<file path="src/design/elt_pkg.sv">
// ----------------------------------------------------------------------------
// elt_pkg
// Shared types, character codes and event codes of the entity lump tokenizer.
// ----------------------------------------------------------------------------
package elt_pkg;

  localparam int LINE_WIDTH   = 20;
  localparam int COLUMN_WIDTH = 16;

  localparam logic [LINE_WIDTH-1:0]   LINE_ONE   = LINE_WIDTH'(1);
  localparam logic [LINE_WIDTH-1:0]   LINE_MAX   = '1;
  localparam logic [COLUMN_WIDTH-1:0] COLUMN_ONE = COLUMN_WIDTH'(1);
  localparam logic [COLUMN_WIDTH-1:0] COLUMN_MAX = '1;

  localparam logic [7:0] CH_LBRACE  = 8'h7B;
  localparam logic [7:0] CH_RBRACE  = 8'h7D;
  localparam logic [7:0] CH_QUOTE   = 8'h22;
  localparam logic [7:0] CH_NEWLINE = 8'h0A;
  localparam logic [7:0] CH_NUL     = 8'h00;
  localparam logic [7:0] CH_SPACE   = 8'h20;
  localparam logic [7:0] CH_TAB     = 8'h09;
  localparam logic [7:0] CH_CR      = 8'h0D;

  typedef enum logic [3:0] {
    EV_NONE    = 4'd0,
    EV_OPEN    = 4'd1,
    EV_CLOSE   = 4'd2,
    EV_KEYCHAR = 4'd3,
    EV_KEYEND  = 4'd4,
    EV_VALCHAR = 4'd5,
    EV_VALEND  = 4'd6,
    EV_ERROR   = 4'd7,
    EV_END     = 4'd8,
    EV_HALTED  = 4'd9
  } event_t;

  typedef enum logic [2:0] {
    ERR_NONE              = 3'd0,
    ERR_WANT_BRACE        = 3'd1,
    ERR_WANT_KEY_QUOTE    = 3'd2,
    ERR_WANT_VALUE_QUOTE  = 3'd3,
    ERR_WANT_KEY_OR_CLOSE = 3'd4,
    ERR_EARLY_END         = 3'd5
  } error_t;

  typedef struct packed {
    event_t                  ev;
    logic [7:0]              chr;
    error_t                  err;
    logic [LINE_WIDTH-1:0]   line;
    logic [COLUMN_WIDTH-1:0] column;
  } result_t;

endpackage

</file>
<file path="src/design/entity_lump_tokenizer_core.sv">
// ----------------------------------------------------------------------------
// entity_lump_tokenizer_core
// Byte-serial tokenizer for map entity text, one event per input byte.
// ----------------------------------------------------------------------------
// Input channel: data_valid, data_stall, data_byte and restart. A byte is
// taken at a clock edge with data_valid high and data_stall low; restart on
// a byte clears the parser and the line and column counters first.
// Output channel: result_valid, result_stall and the event fields. A word
// is delivered at an edge with result_valid high and result_stall low.
// Each byte passes an input register, the step logic and a result register:
// its word is loaded into the result register when the input register
// advances and can then be taken; one byte per cycle is sustained while the
// receiver does not stall.
// While the receiver stalls the result register holds its word; the input
// register still takes one more byte, then data_stall rises until the
// result is taken.
// Reset (rst, synchronous) empties both registers, puts the parser between
// entities, the line counter at one and the column counter at zero.
// After an error or an end of data every byte yields a halted word until a
// byte arrives with restart set.
// ----------------------------------------------------------------------------
module entity_lump_tokenizer_core (
  input  logic                             clk,
  input  logic                             rst,
  input  logic                             data_valid,
  output logic                             data_stall,
  input  logic [7:0]                       data_byte,
  input  logic                             restart,
  output logic                             result_valid,
  input  logic                             result_stall,
  output logic [3:0]                       event_res,
  output logic [7:0]                       char_out,
  output logic [2:0]                       error_code,
  output logic [elt_pkg::LINE_WIDTH-1:0]   line_number,
  output logic [elt_pkg::COLUMN_WIDTH-1:0] column_number
);

  logic             stage_valid;
  logic [7:0]       stage_byte;
  logic             stage_restart;
  logic             advance;
  logic             data_take;
  elt_pkg::result_t step_result;
  elt_pkg::result_t result;

  assign advance    = stage_valid && (!result_valid || !result_stall);
  assign data_stall = stage_valid && !advance;
  assign data_take  = data_valid && !data_stall;

  always_ff @(posedge clk) begin
    if (rst) begin
      stage_valid <= 1'b0;
    end else if (data_take) begin
      stage_valid <= 1'b1;
    end else if (advance) begin
      stage_valid <= 1'b0;
    end
    if (data_take) begin
      stage_byte    <= data_byte;
      stage_restart <= restart;
    end
  end

  elt_step u_step (
    .clk       (clk),
    .rst       (rst),
    .advance   (advance),
    .data_byte (stage_byte),
    .restart   (stage_restart),
    .result    (step_result)
  );

  always_ff @(posedge clk) begin
    if (rst) begin
      result_valid <= 1'b0;
    end else if (advance) begin
      result_valid <= 1'b1;
    end else if (!result_stall) begin
      result_valid <= 1'b0;
    end
    if (advance) begin
      result <= step_result;
    end
  end

  assign event_res     = result.ev;
  assign char_out      = result.chr;
  assign error_code    = result.err;
  assign line_number   = result.line;
  assign column_number = result.column;

endmodule

</file>
<file path="src/design/elt_step.sv">
// ----------------------------------------------------------------------------
// elt_step
// Tokenizer state and position counters, with the single-byte step logic.
// The result of the byte on the inputs is produced combinationally; state
// moves on when advance is high.
// ----------------------------------------------------------------------------
module elt_step (
  input  logic              clk,
  input  logic              rst,
  input  logic              advance,
  input  logic [7:0]        data_byte,
  input  logic              restart,
  output elt_pkg::result_t  result
);

  typedef enum logic [2:0] {
    ST_BETWEEN       = 3'd0,
    ST_EXP_KEY       = 3'd1,
    ST_IN_KEY        = 3'd2,
    ST_EXP_VAL       = 3'd3,
    ST_IN_VAL        = 3'd4,
    ST_EXP_KEY_CLOSE = 3'd5,
    ST_HALTED        = 3'd6
  } state_t;

  state_t                           parse_state;
  state_t                           parse_state_next;
  logic [elt_pkg::LINE_WIDTH-1:0]   line_count;
  logic [elt_pkg::LINE_WIDTH-1:0]   line_count_next;
  logic [elt_pkg::COLUMN_WIDTH-1:0] column_count;
  logic [elt_pkg::COLUMN_WIDTH-1:0] column_count_next;

  state_t                           base_state;
  logic [elt_pkg::LINE_WIDTH-1:0]   base_line;
  logic [elt_pkg::COLUMN_WIDTH-1:0] base_column;
  logic                             is_blank;
  elt_pkg::event_t                  ev;
  elt_pkg::error_t                  err;
  logic [7:0]                       chr;

  assign is_blank = (data_byte == elt_pkg::CH_SPACE) ||
                    (data_byte inside {[elt_pkg::CH_TAB:elt_pkg::CH_CR]});

  always_comb begin
    base_state  = parse_state;
    base_line   = line_count;
    base_column = column_count;
    if (restart) begin
      base_state  = ST_BETWEEN;
      base_line   = elt_pkg::LINE_ONE;
      base_column = '0;
    end

    parse_state_next  = base_state;
    line_count_next   = base_line;
    column_count_next = base_column;
    ev  = elt_pkg::EV_NONE;
    err = elt_pkg::ERR_NONE;
    chr = '0;

    case (base_state)
      ST_BETWEEN, ST_EXP_KEY, ST_IN_KEY, ST_EXP_VAL, ST_IN_VAL,
      ST_EXP_KEY_CLOSE: begin
        if (data_byte == elt_pkg::CH_NEWLINE) begin
          if (base_line != elt_pkg::LINE_MAX) begin
            line_count_next = base_line + elt_pkg::LINE_ONE;
          end
          column_count_next = '0;
        end else if (base_column != elt_pkg::COLUMN_MAX) begin
          column_count_next = base_column + elt_pkg::COLUMN_ONE;
        end

        if (data_byte == elt_pkg::CH_NUL) begin
          if (base_state == ST_BETWEEN) begin
            ev = elt_pkg::EV_END;
          end else begin
            ev  = elt_pkg::EV_ERROR;
            err = elt_pkg::ERR_EARLY_END;
          end
          parse_state_next = ST_HALTED;
        end else begin
          case (base_state)
            ST_BETWEEN: begin
              if (data_byte == elt_pkg::CH_LBRACE) begin
                ev = elt_pkg::EV_OPEN;
                parse_state_next = ST_EXP_KEY;
              end else if (!is_blank) begin
                ev  = elt_pkg::EV_ERROR;
                err = elt_pkg::ERR_WANT_BRACE;
              end
            end
            ST_EXP_KEY: begin
              if (data_byte == elt_pkg::CH_QUOTE) begin
                parse_state_next = ST_IN_KEY;
              end else if (!is_blank) begin
                ev  = elt_pkg::EV_ERROR;
                err = elt_pkg::ERR_WANT_KEY_QUOTE;
              end
            end
            ST_IN_KEY: begin
              if (data_byte == elt_pkg::CH_QUOTE) begin
                ev = elt_pkg::EV_KEYEND;
                parse_state_next = ST_EXP_VAL;
              end else begin
                ev  = elt_pkg::EV_KEYCHAR;
                chr = data_byte;
              end
            end
            ST_EXP_VAL: begin
              if (data_byte == elt_pkg::CH_QUOTE) begin
                parse_state_next = ST_IN_VAL;
              end else if (!is_blank) begin
                ev  = elt_pkg::EV_ERROR;
                err = elt_pkg::ERR_WANT_VALUE_QUOTE;
              end
            end
            ST_IN_VAL: begin
              if (data_byte == elt_pkg::CH_QUOTE) begin
                ev = elt_pkg::EV_VALEND;
                parse_state_next = ST_EXP_KEY_CLOSE;
              end else begin
                ev  = elt_pkg::EV_VALCHAR;
                chr = data_byte;
              end
            end
            default: begin
              if (data_byte == elt_pkg::CH_QUOTE) begin
                parse_state_next = ST_IN_KEY;
              end else if (data_byte == elt_pkg::CH_RBRACE) begin
                ev = elt_pkg::EV_CLOSE;
                parse_state_next = ST_BETWEEN;
              end else if (!is_blank) begin
                ev  = elt_pkg::EV_ERROR;
                err = elt_pkg::ERR_WANT_KEY_OR_CLOSE;
              end
            end
          endcase
          if (ev == elt_pkg::EV_ERROR) begin
            chr = data_byte;
            parse_state_next = ST_HALTED;
          end
        end
      end
      default: begin
        // halted, and the unused code behaves the same
        ev = elt_pkg::EV_HALTED;
      end
    endcase
  end

  assign result.ev     = ev;
  assign result.chr    = chr;
  assign result.err    = err;
  assign result.line   = line_count_next;
  assign result.column = column_count_next;

  always_ff @(posedge clk) begin
    if (rst) begin
      parse_state  <= ST_BETWEEN;
      line_count   <= elt_pkg::LINE_ONE;
      column_count <= '0;
    end else if (advance) begin
      parse_state  <= parse_state_next;
      line_count   <= line_count_next;
      column_count <= column_count_next;
    end
  end

  a_halt_after_stop: assert property (@(posedge clk) disable iff (rst)
    advance && (ev == elt_pkg::EV_ERROR || ev == elt_pkg::EV_END)
    |=> parse_state == ST_HALTED)
    else $error("tokenizer did not halt after error or end");

  a_frozen_when_halted: assert property (@(posedge clk) disable iff (rst)
    advance && !restart && parse_state == ST_HALTED
    |=> $stable(line_count) && $stable(column_count) && parse_state == ST_HALTED)
    else $error("position moved while halted");

  a_line_nonzero: assert property (@(posedge clk) disable iff (rst)
    advance |=> line_count != '0)
    else $error("line counter reached zero");

  a_error_has_code: assert property (@(posedge clk) disable iff (rst)
    advance && ev == elt_pkg::EV_ERROR |-> err != elt_pkg::ERR_NONE)
    else $error("error event without a code");

endmodule

</file>
<file path="config.mk">
export PLATFORM = sky130hd
export DESIGN_NAME = entity_lump_tokenizer_core
export DESIGN_NICKNAME = d
export VERILOG_FILES = /design/src/design/elt_pkg.sv /design/src/design/entity_lump_tokenizer_core.sv /design/src/design/elt_step.sv
export SDC_FILE = /design/constraint.sdc
export NUM_CORES = 1
export LEC_CHECK = 0
export BUFFER_PORTS_ARGS = -buffer_cell sky130_fd_sc_hd__buf_2
export CAP_MARGIN = 20
export CORE_MARGIN = 5
export CORE_UTILIZATION = 53
export CTS_CLUSTER_DIAMETER = 120
export DETAILED_ROUTE_END_ITERATION = 7
export GPL_TIMING_DRIVEN = 0
export PLACE_DENSITY = 0.73
export SYNTH_ARGS = -nofsm -noshare
export SYNTH_HDL_FRONTEND = slang
export SYNTH_HIERARCHICAL = 1
export SYNTH_SLANG_ARGS = --single-unit
</file>
<file path="constraint.sdc">
create_clock -name clk -period 5.3 [get_ports clk]
set_input_delay 0.265 -clock clk [delete_from_list [all_inputs] [get_ports clk]]
set_output_delay 0.265 -clock clk [all_outputs]
set_load 0.005 [all_outputs]
</file>
# ---- Word-level counts from Yosys, hierarchy flattened
# Index checks and enable logic that the tools add are counted.
dict set report word_totals {
  ff_bits 101
  in_bits 13
  out_inout_bits 53
  wordCells 99
}
dict set report classes {
  add_sub_neg 2
  order_cmp 2
  n_eq_ne 14
  mux 51
  n_bitwise 1
  reduce_logical 17
}
# cell n
set op_table {}
lappend op_table {{20-bit 2-to-1 mux} 4}
lappend op_table {{3-bit 2-to-1 mux} 23}
lappend op_table {{16-bit 2-to-1 mux} 4}
lappend op_table {{4-bit 2-to-1 mux} 6}
lappend op_table {{8-bit 2-to-1 mux} 3}
lappend op_table {{20-bit by 1-bit adder with 20-bit output (second input constant)} 1}
lappend op_table {{20-bit != test (second input constant)} 1}
lappend op_table {{16-bit by 1-bit adder with 16-bit output (second input constant)} 1}
lappend op_table {{8-bit by 6-bit == test with 1-bit output (second input constant)} 2}
lappend op_table {{8-bit by 7-bit == test with 1-bit output (second input constant)} 2}
lappend op_table {{16-bit != test (second input constant)} 1}
lappend op_table {{4-bit one-hot mux with 4 select lines} 1}
lappend op_table {{3-bit one-hot mux with 5 select lines} 1}
lappend op_table {{3-bit one-hot mux with 4 select lines} 1}
lappend op_table {{8-bit by 4-bit == test with 1-bit output (second input constant)} 1}
lappend op_table {{8-bit by 4-bit greater-or-equal comparator with 1-bit output (second input constant)} 1}
lappend op_table {{8-bit by 4-bit less-or-equal comparator with 1-bit output (second input constant)} 1}
lappend op_table {{8-bit logical NOT} 1}
lappend op_table {{3-bit by 2-bit == test with 1-bit output (second input constant)} 2}
lappend op_table {{3-bit == test (second input constant)} 2}
lappend op_table {{2-bit 2-to-1 mux} 3}
lappend op_table {{2-bit OR reduction} 3}
lappend op_table {{6-bit OR reduction} 1}
lappend op_table {{1-bit 2-to-1 mux} 5}
lappend op_table {{other kinds (9)} 16}

# ---- Logic depth before layout (Yosys ltp)
dict set report depth {
  ltp_word 13
  mapped_depth 11
  ltp_nobuf 8
}

# ---- Modules after synthesis
# Netlist, hierarchy kept.
# mod instances cells_each area_per_inst_um2 seq_area_each_um2
set modules_own_cells {}
lappend modules_own_cells {elt_step 1 500 3559.7 780.7}
lappend modules_own_cells {entity_lump_tokenizer_core 1 70 1888.1 1841.8}

# ---- Worst setup path before layout
# OpenSTA, ideal clock, no wires.
dict set report synth_path {
  path_type {register -> register}
  startpoint {register stage_valid}
  endpoint {register u_step/line_count[10] in the netlist's numbering}
  setup_ps 70
  arrival_ps 5797
  required_time_ps 5230
  slack_ps -567
  path_stages_with_launch 5
  path_buffers 0
  period_less_slack_ps 5867
  path_cell_list {dfxtp_1 a21boi_0 inv_1 or4_1 a21oi_1}
}
dict set report synth_between {
  elab_chain_len 1
}
# item line
set synth_lines {}
lappend synth_lines {{start: declaration} entity_lump_tokenizer_core.sv:38} ;# logic stage_valid;
lappend synth_lines {{start signal: assignment} entity_lump_tokenizer_core.sv:52} ;# stage_valid <= 1'b0;
lappend synth_lines {{start signal: assignment} entity_lump_tokenizer_core.sv:54} ;# stage_valid <= 1'b1;
lappend synth_lines {{start signal: assignment} entity_lump_tokenizer_core.sv:56} ;# stage_valid <= 1'b0;
lappend synth_lines {{1-bit logical AND} entity_lump_tokenizer_core.sv:46} ;# assign advance = stage_valid && (!result_valid || !result_stall);
lappend synth_lines {{net advance} entity_lump_tokenizer_core.sv:41} ;# logic advance;
lappend synth_lines {{end signal: assignment} elt_step.sv:160} ;# line_count <= elt_pkg::LINE_ONE;
lappend synth_lines {{end signal: assignment} elt_step.sv:164} ;# line_count <= line_count_next;
lappend synth_lines {{end: declaration} elt_step.sv:28} ;# logic [elt_pkg::LINE_WIDTH-1:0] line_count;
# The timed path passes the listed nets, and every way through them passes these cells.
# A chain may end at the register's enable or synchronous reset.

# ---- Final worst setup path
dict set report layout_path {
  startpoint {register stage_restart}
  endpoint {register u_step/line_count[18] in the netlist's numbering}
}
dict set report layout_between {
  elab_chain_len 5
  elab_cells_between_ends 14
  cone_classes {add/sub (1); eq/ne (6); mux (5); reduce/logical (2)}
}
# item line
set layout_lines {}
lappend layout_lines {{start: declaration} entity_lump_tokenizer_core.sv:40} ;# logic stage_restart;
lappend layout_lines {{start signal: assignment} entity_lump_tokenizer_core.sv:60} ;# stage_restart <= restart;
lappend layout_lines {{20-bit 2-to-1 mux} elt_step.sv:48} ;# if (restart) begin
lappend layout_lines {{20-bit by 1-bit adder with 20-bit output / 20-bit != test (equally long branches)} {elt_step.sv:66, elt_step.sv:65}}
lappend layout_lines {{20-bit 2-to-1 mux} elt_step.sv:65} ;# if (base_line != elt_pkg::LINE_MAX) begin
lappend layout_lines {{20-bit 2-to-1 mux} elt_step.sv:64} ;# if (data_byte == elt_pkg::CH_NEWLINE) begin
lappend layout_lines {{20-bit 2-to-1 mux (*)} elt_step.sv:61} ;# case (base_state)
# Mark *: on every way between the ends. The rest lies on a longest branch, timed or not.

==> flow_summary.ini <==
[run_status]
outcome = complete, no violations

[clock_network]
clk_path_buf_depth = 2
post_cts_resized = 0
cts_setup_buffers = 0
h-tree-depth = 3
root_buffer = clkbuf_8
cts_hold_buf = 0
cts.sinks = 101
worst_skew_pair.late_latency_ns = 0.38
clk_pin_slew_ns = 0.09
cts_buffers = 9
cts_tree = yes

[sta]
period_minus_slack_ns = 3.58
drv_slew = 0
finalHoldViolCount = 0
finalSetupViolCount = 0
rsz0062_at_grt = false
max_freq_mhz = 279
post-route-period-util_pct = 67.6
relSlewSlack_pct = 35.9
worst_slew_pin_slew_ns = 0.952
fin_skew_ns = 0.0134
fin_setup_tns_ns = 0

[setup_path]
max_stage_delay_ns = 0.62
required_ns = 5.60
arrival_ns = 3.89
crit_fanout = 10
endpoint_kind = flop
startpoint = stage_restart
crit_type = reg2reg
crit_family = simple AND/OR/NAND/NOR gates
timing.rr.end = u_step/line_count[18]
cp-endpoint = u_step/line_count[18]
critical_path.cell_chain = buf_2 -> clkbuf_1 -> or2_2 -> ha_1 -> nor2b_1 -> nand4_1 -> nor3_2 -> nand3_1 -> or3_1 -> a31oi_1
cp.depth = 10
startpoint_type = flop
path_buf_inv = 2
reg2reg_depth = 10
crit_slowest_cell = edfxtp_1
reg2reg_from = stage_restart
reg2reg_slack_ns = 1.72

[route]
routed_via_density = 6.02
drtIter0Drc = 412
route.layer.met1.wl_microns = 6110
wl_per_cell_microns = 17.7
routed_wl_microns = 14000
vias = 4751
wl_met3_microns = 1070
wl_met2_microns = 6640
highest_layer = met4
drcViolationCount = 0
postRouteAntennaNets = 0
drt_pass1_iterations = 5

[finish]
final_cell_area_sq_um = 6200
drive_above_1_share_pct = 16.8
final_cell_mix = buf_2 (69), nor2_1 (62), edfxtp_1 (60), nand2_1 (59), dfxtp_1 (41)
layout_commonest_cell = buf_2
syn2layout_area_growth_pct = 13.8
utilization_pct = 60.9
stdcell_count = 789
nets = 663
n_antenna_cell = 0

[logic_synthesis]
yosysWarnings = 6
async_flop_share_pct = 0
syn_avg_cell_area_sq_um = 9.56
syn_nets = 585
ys_ff_latch = 101
synth-compound-area-share_pct = 14.8
synth_xor_area_share_pct = 5.31
synth-simple-area-share_pct = 26.4
muxShareOfSynthArea_pct = 1.68
netlist_instances = 570
synth_top_family_by_area = simple AND/OR/NAND/NOR gates
syn_area_sq_um = 5450
synth_edf_count = 60
synthAdderAreaFrac_pct = 0.459
synth_ff_type = edfxtp_1
synth.distinct_cells = 72
synth_seq_area_share_pct = 48.1

[global_route]
antenna_found_initial = 0
grtUsageTotal_pct = 22.5
grt_pass1_vias = 4462
grt_max_degree = 23
grt_overflow = 0
grt_pass1_wl_microns = 22700

[run]
cap_violations = 0

[placed_design]
dpl.cell_count = 773
place_congestion = 0.900
placed_area_sq_um = 6010
dpl.hpwl_microns = 10000
numPortBuffers = 65

[hold_path]
worstHoldStart = data_byte[3]
hold_path_class = in2reg

[power]
p_leak_nw = 2.15
finalPower_mw = 1.50
power.density_nw_per_um2 = 241
ir_worst_vdd_uv = 220

[floorplanning]
die-height_microns = 111
die_area_sq_um = 12400
initial_core_util_pct = 53.5
fp-row-count = 37
ios = 66
die-width_microns = 111
coreArea_sq_um = 10200
-- flip-flops by register name (all words and copies together) (netlist names) --
register             flops
stage_restart            1
u_step/parse_state       3
u_step/column_count     16
event_res                4
column_number           16
char_out                 8
result_valid             1
error_code               3
line_number             20
stage_byte               8
stage_valid              1
u_step/line_count       20
-- cell usage after synthesis, types with 4 or more instances --
cell type / n / area, sq um
nor2_1: 62 / 233
edfxtp_1: 60 / 1800
nand2_1: 59 / 221
dfxtp_1: 41 / 821
a21oi_1: 34 / 170
clkbuf_1: 27 / 101
nand3_1: 20 / 100
o21ai_0: 17 / 85.1
xor2_1: 17 / 149
xnor2_1: 16 / 140
a31oi_1: 15 / 93.8
or3_1: 15 / 93.8
and3_1: 14 / 87.6
nand4_1: 13 / 81.3
nor2b_1: 13 / 81.3
inv_1: 12 / 45.0
nor3_1: 11 / 55.1
nand2b_1: 9 / 56.3
mux2i_1: 8 / 80.1
and2_1: 7 / 43.8
a32oi_1: 6 / 52.6
a221oi_1: 5 / 43.8
nand3b_1: 5 / 37.5
a41oi_1: 4 / 35.0
buf_2: 4 / 20.0
o21a_1: 4 / 30.0
-- how the worst min path moves through the flow --
stage / cells past startpoint / endpoint
detailed placement: 1 / stage_restart
finish: 1 / stage_byte[3]
CTS: 1 / stage_byte[3]
global placement: 1 / stage_byte[6]
floorplan: 1 / stage_valid
global route: 1 / stage_byte[3]
-- where the power goes --
group / switching (mW) / internal [mW]
combinational: 0.0890 / 0.0483
sequential: 0.0144 / 0.857
clock: 0.268 / 0.219
total: 0.371 / 1.12
-- per-stage QoR --
| step | setup slack, ns | hold WS (ns) |
|---|---|---|
| 2_1_floorplan | 1.02 | 0.327 |
| 3_3_place_gp | -0.930 | 0.442 |
| 3_5_place_dp | 1.82 | 0.443 |
| 4_1_cts | 1.79 | 0.0430 |
| 5_1_grt | 1.41 | 0.0312 |
| 6_report | 1.72 | 0.0598 |
-- kinds of logic (layout without fill, tap and decap cells) --
group,count (synthesis),in the layout
compound gates,117,117
fa+ha+maj,2,2
xor+xnor,33,33
simple gates,263,263
flops,101,101
mux,9,9
buf+inv,45,128
-- routing by layer --
layer | vias up | track usage (%)
li1 | 2270 | -
met2 | 206 | 37.2
met1 | 2258 | 29.9
met5 | - | 0
met4 | 0 | 6.16
met3 | 17 | 5.43
-- worst reg2reg max path: cells and delay by family, from the launching register on --
kind	cells	cell delay, ns
buffers and inverters	2	0.77
DFF	1	0.62
adders and majority gates	1	0.28
and+or+nand+nor	6	1.69
AOI/OAI and AO/OA	1	0.16
-- area by class of cell --
cell class	count	area, sq um
repair buffers	67	380
fillers	883	3990
clock buffers	10	128
multi-input cells	424	2660
inverters	13	48.8
clock inverters	6	61.3
well taps	136	170
plain buffers	32	125
flip-flops and latches	101	2620
Power figures use the tool's default switching activity.
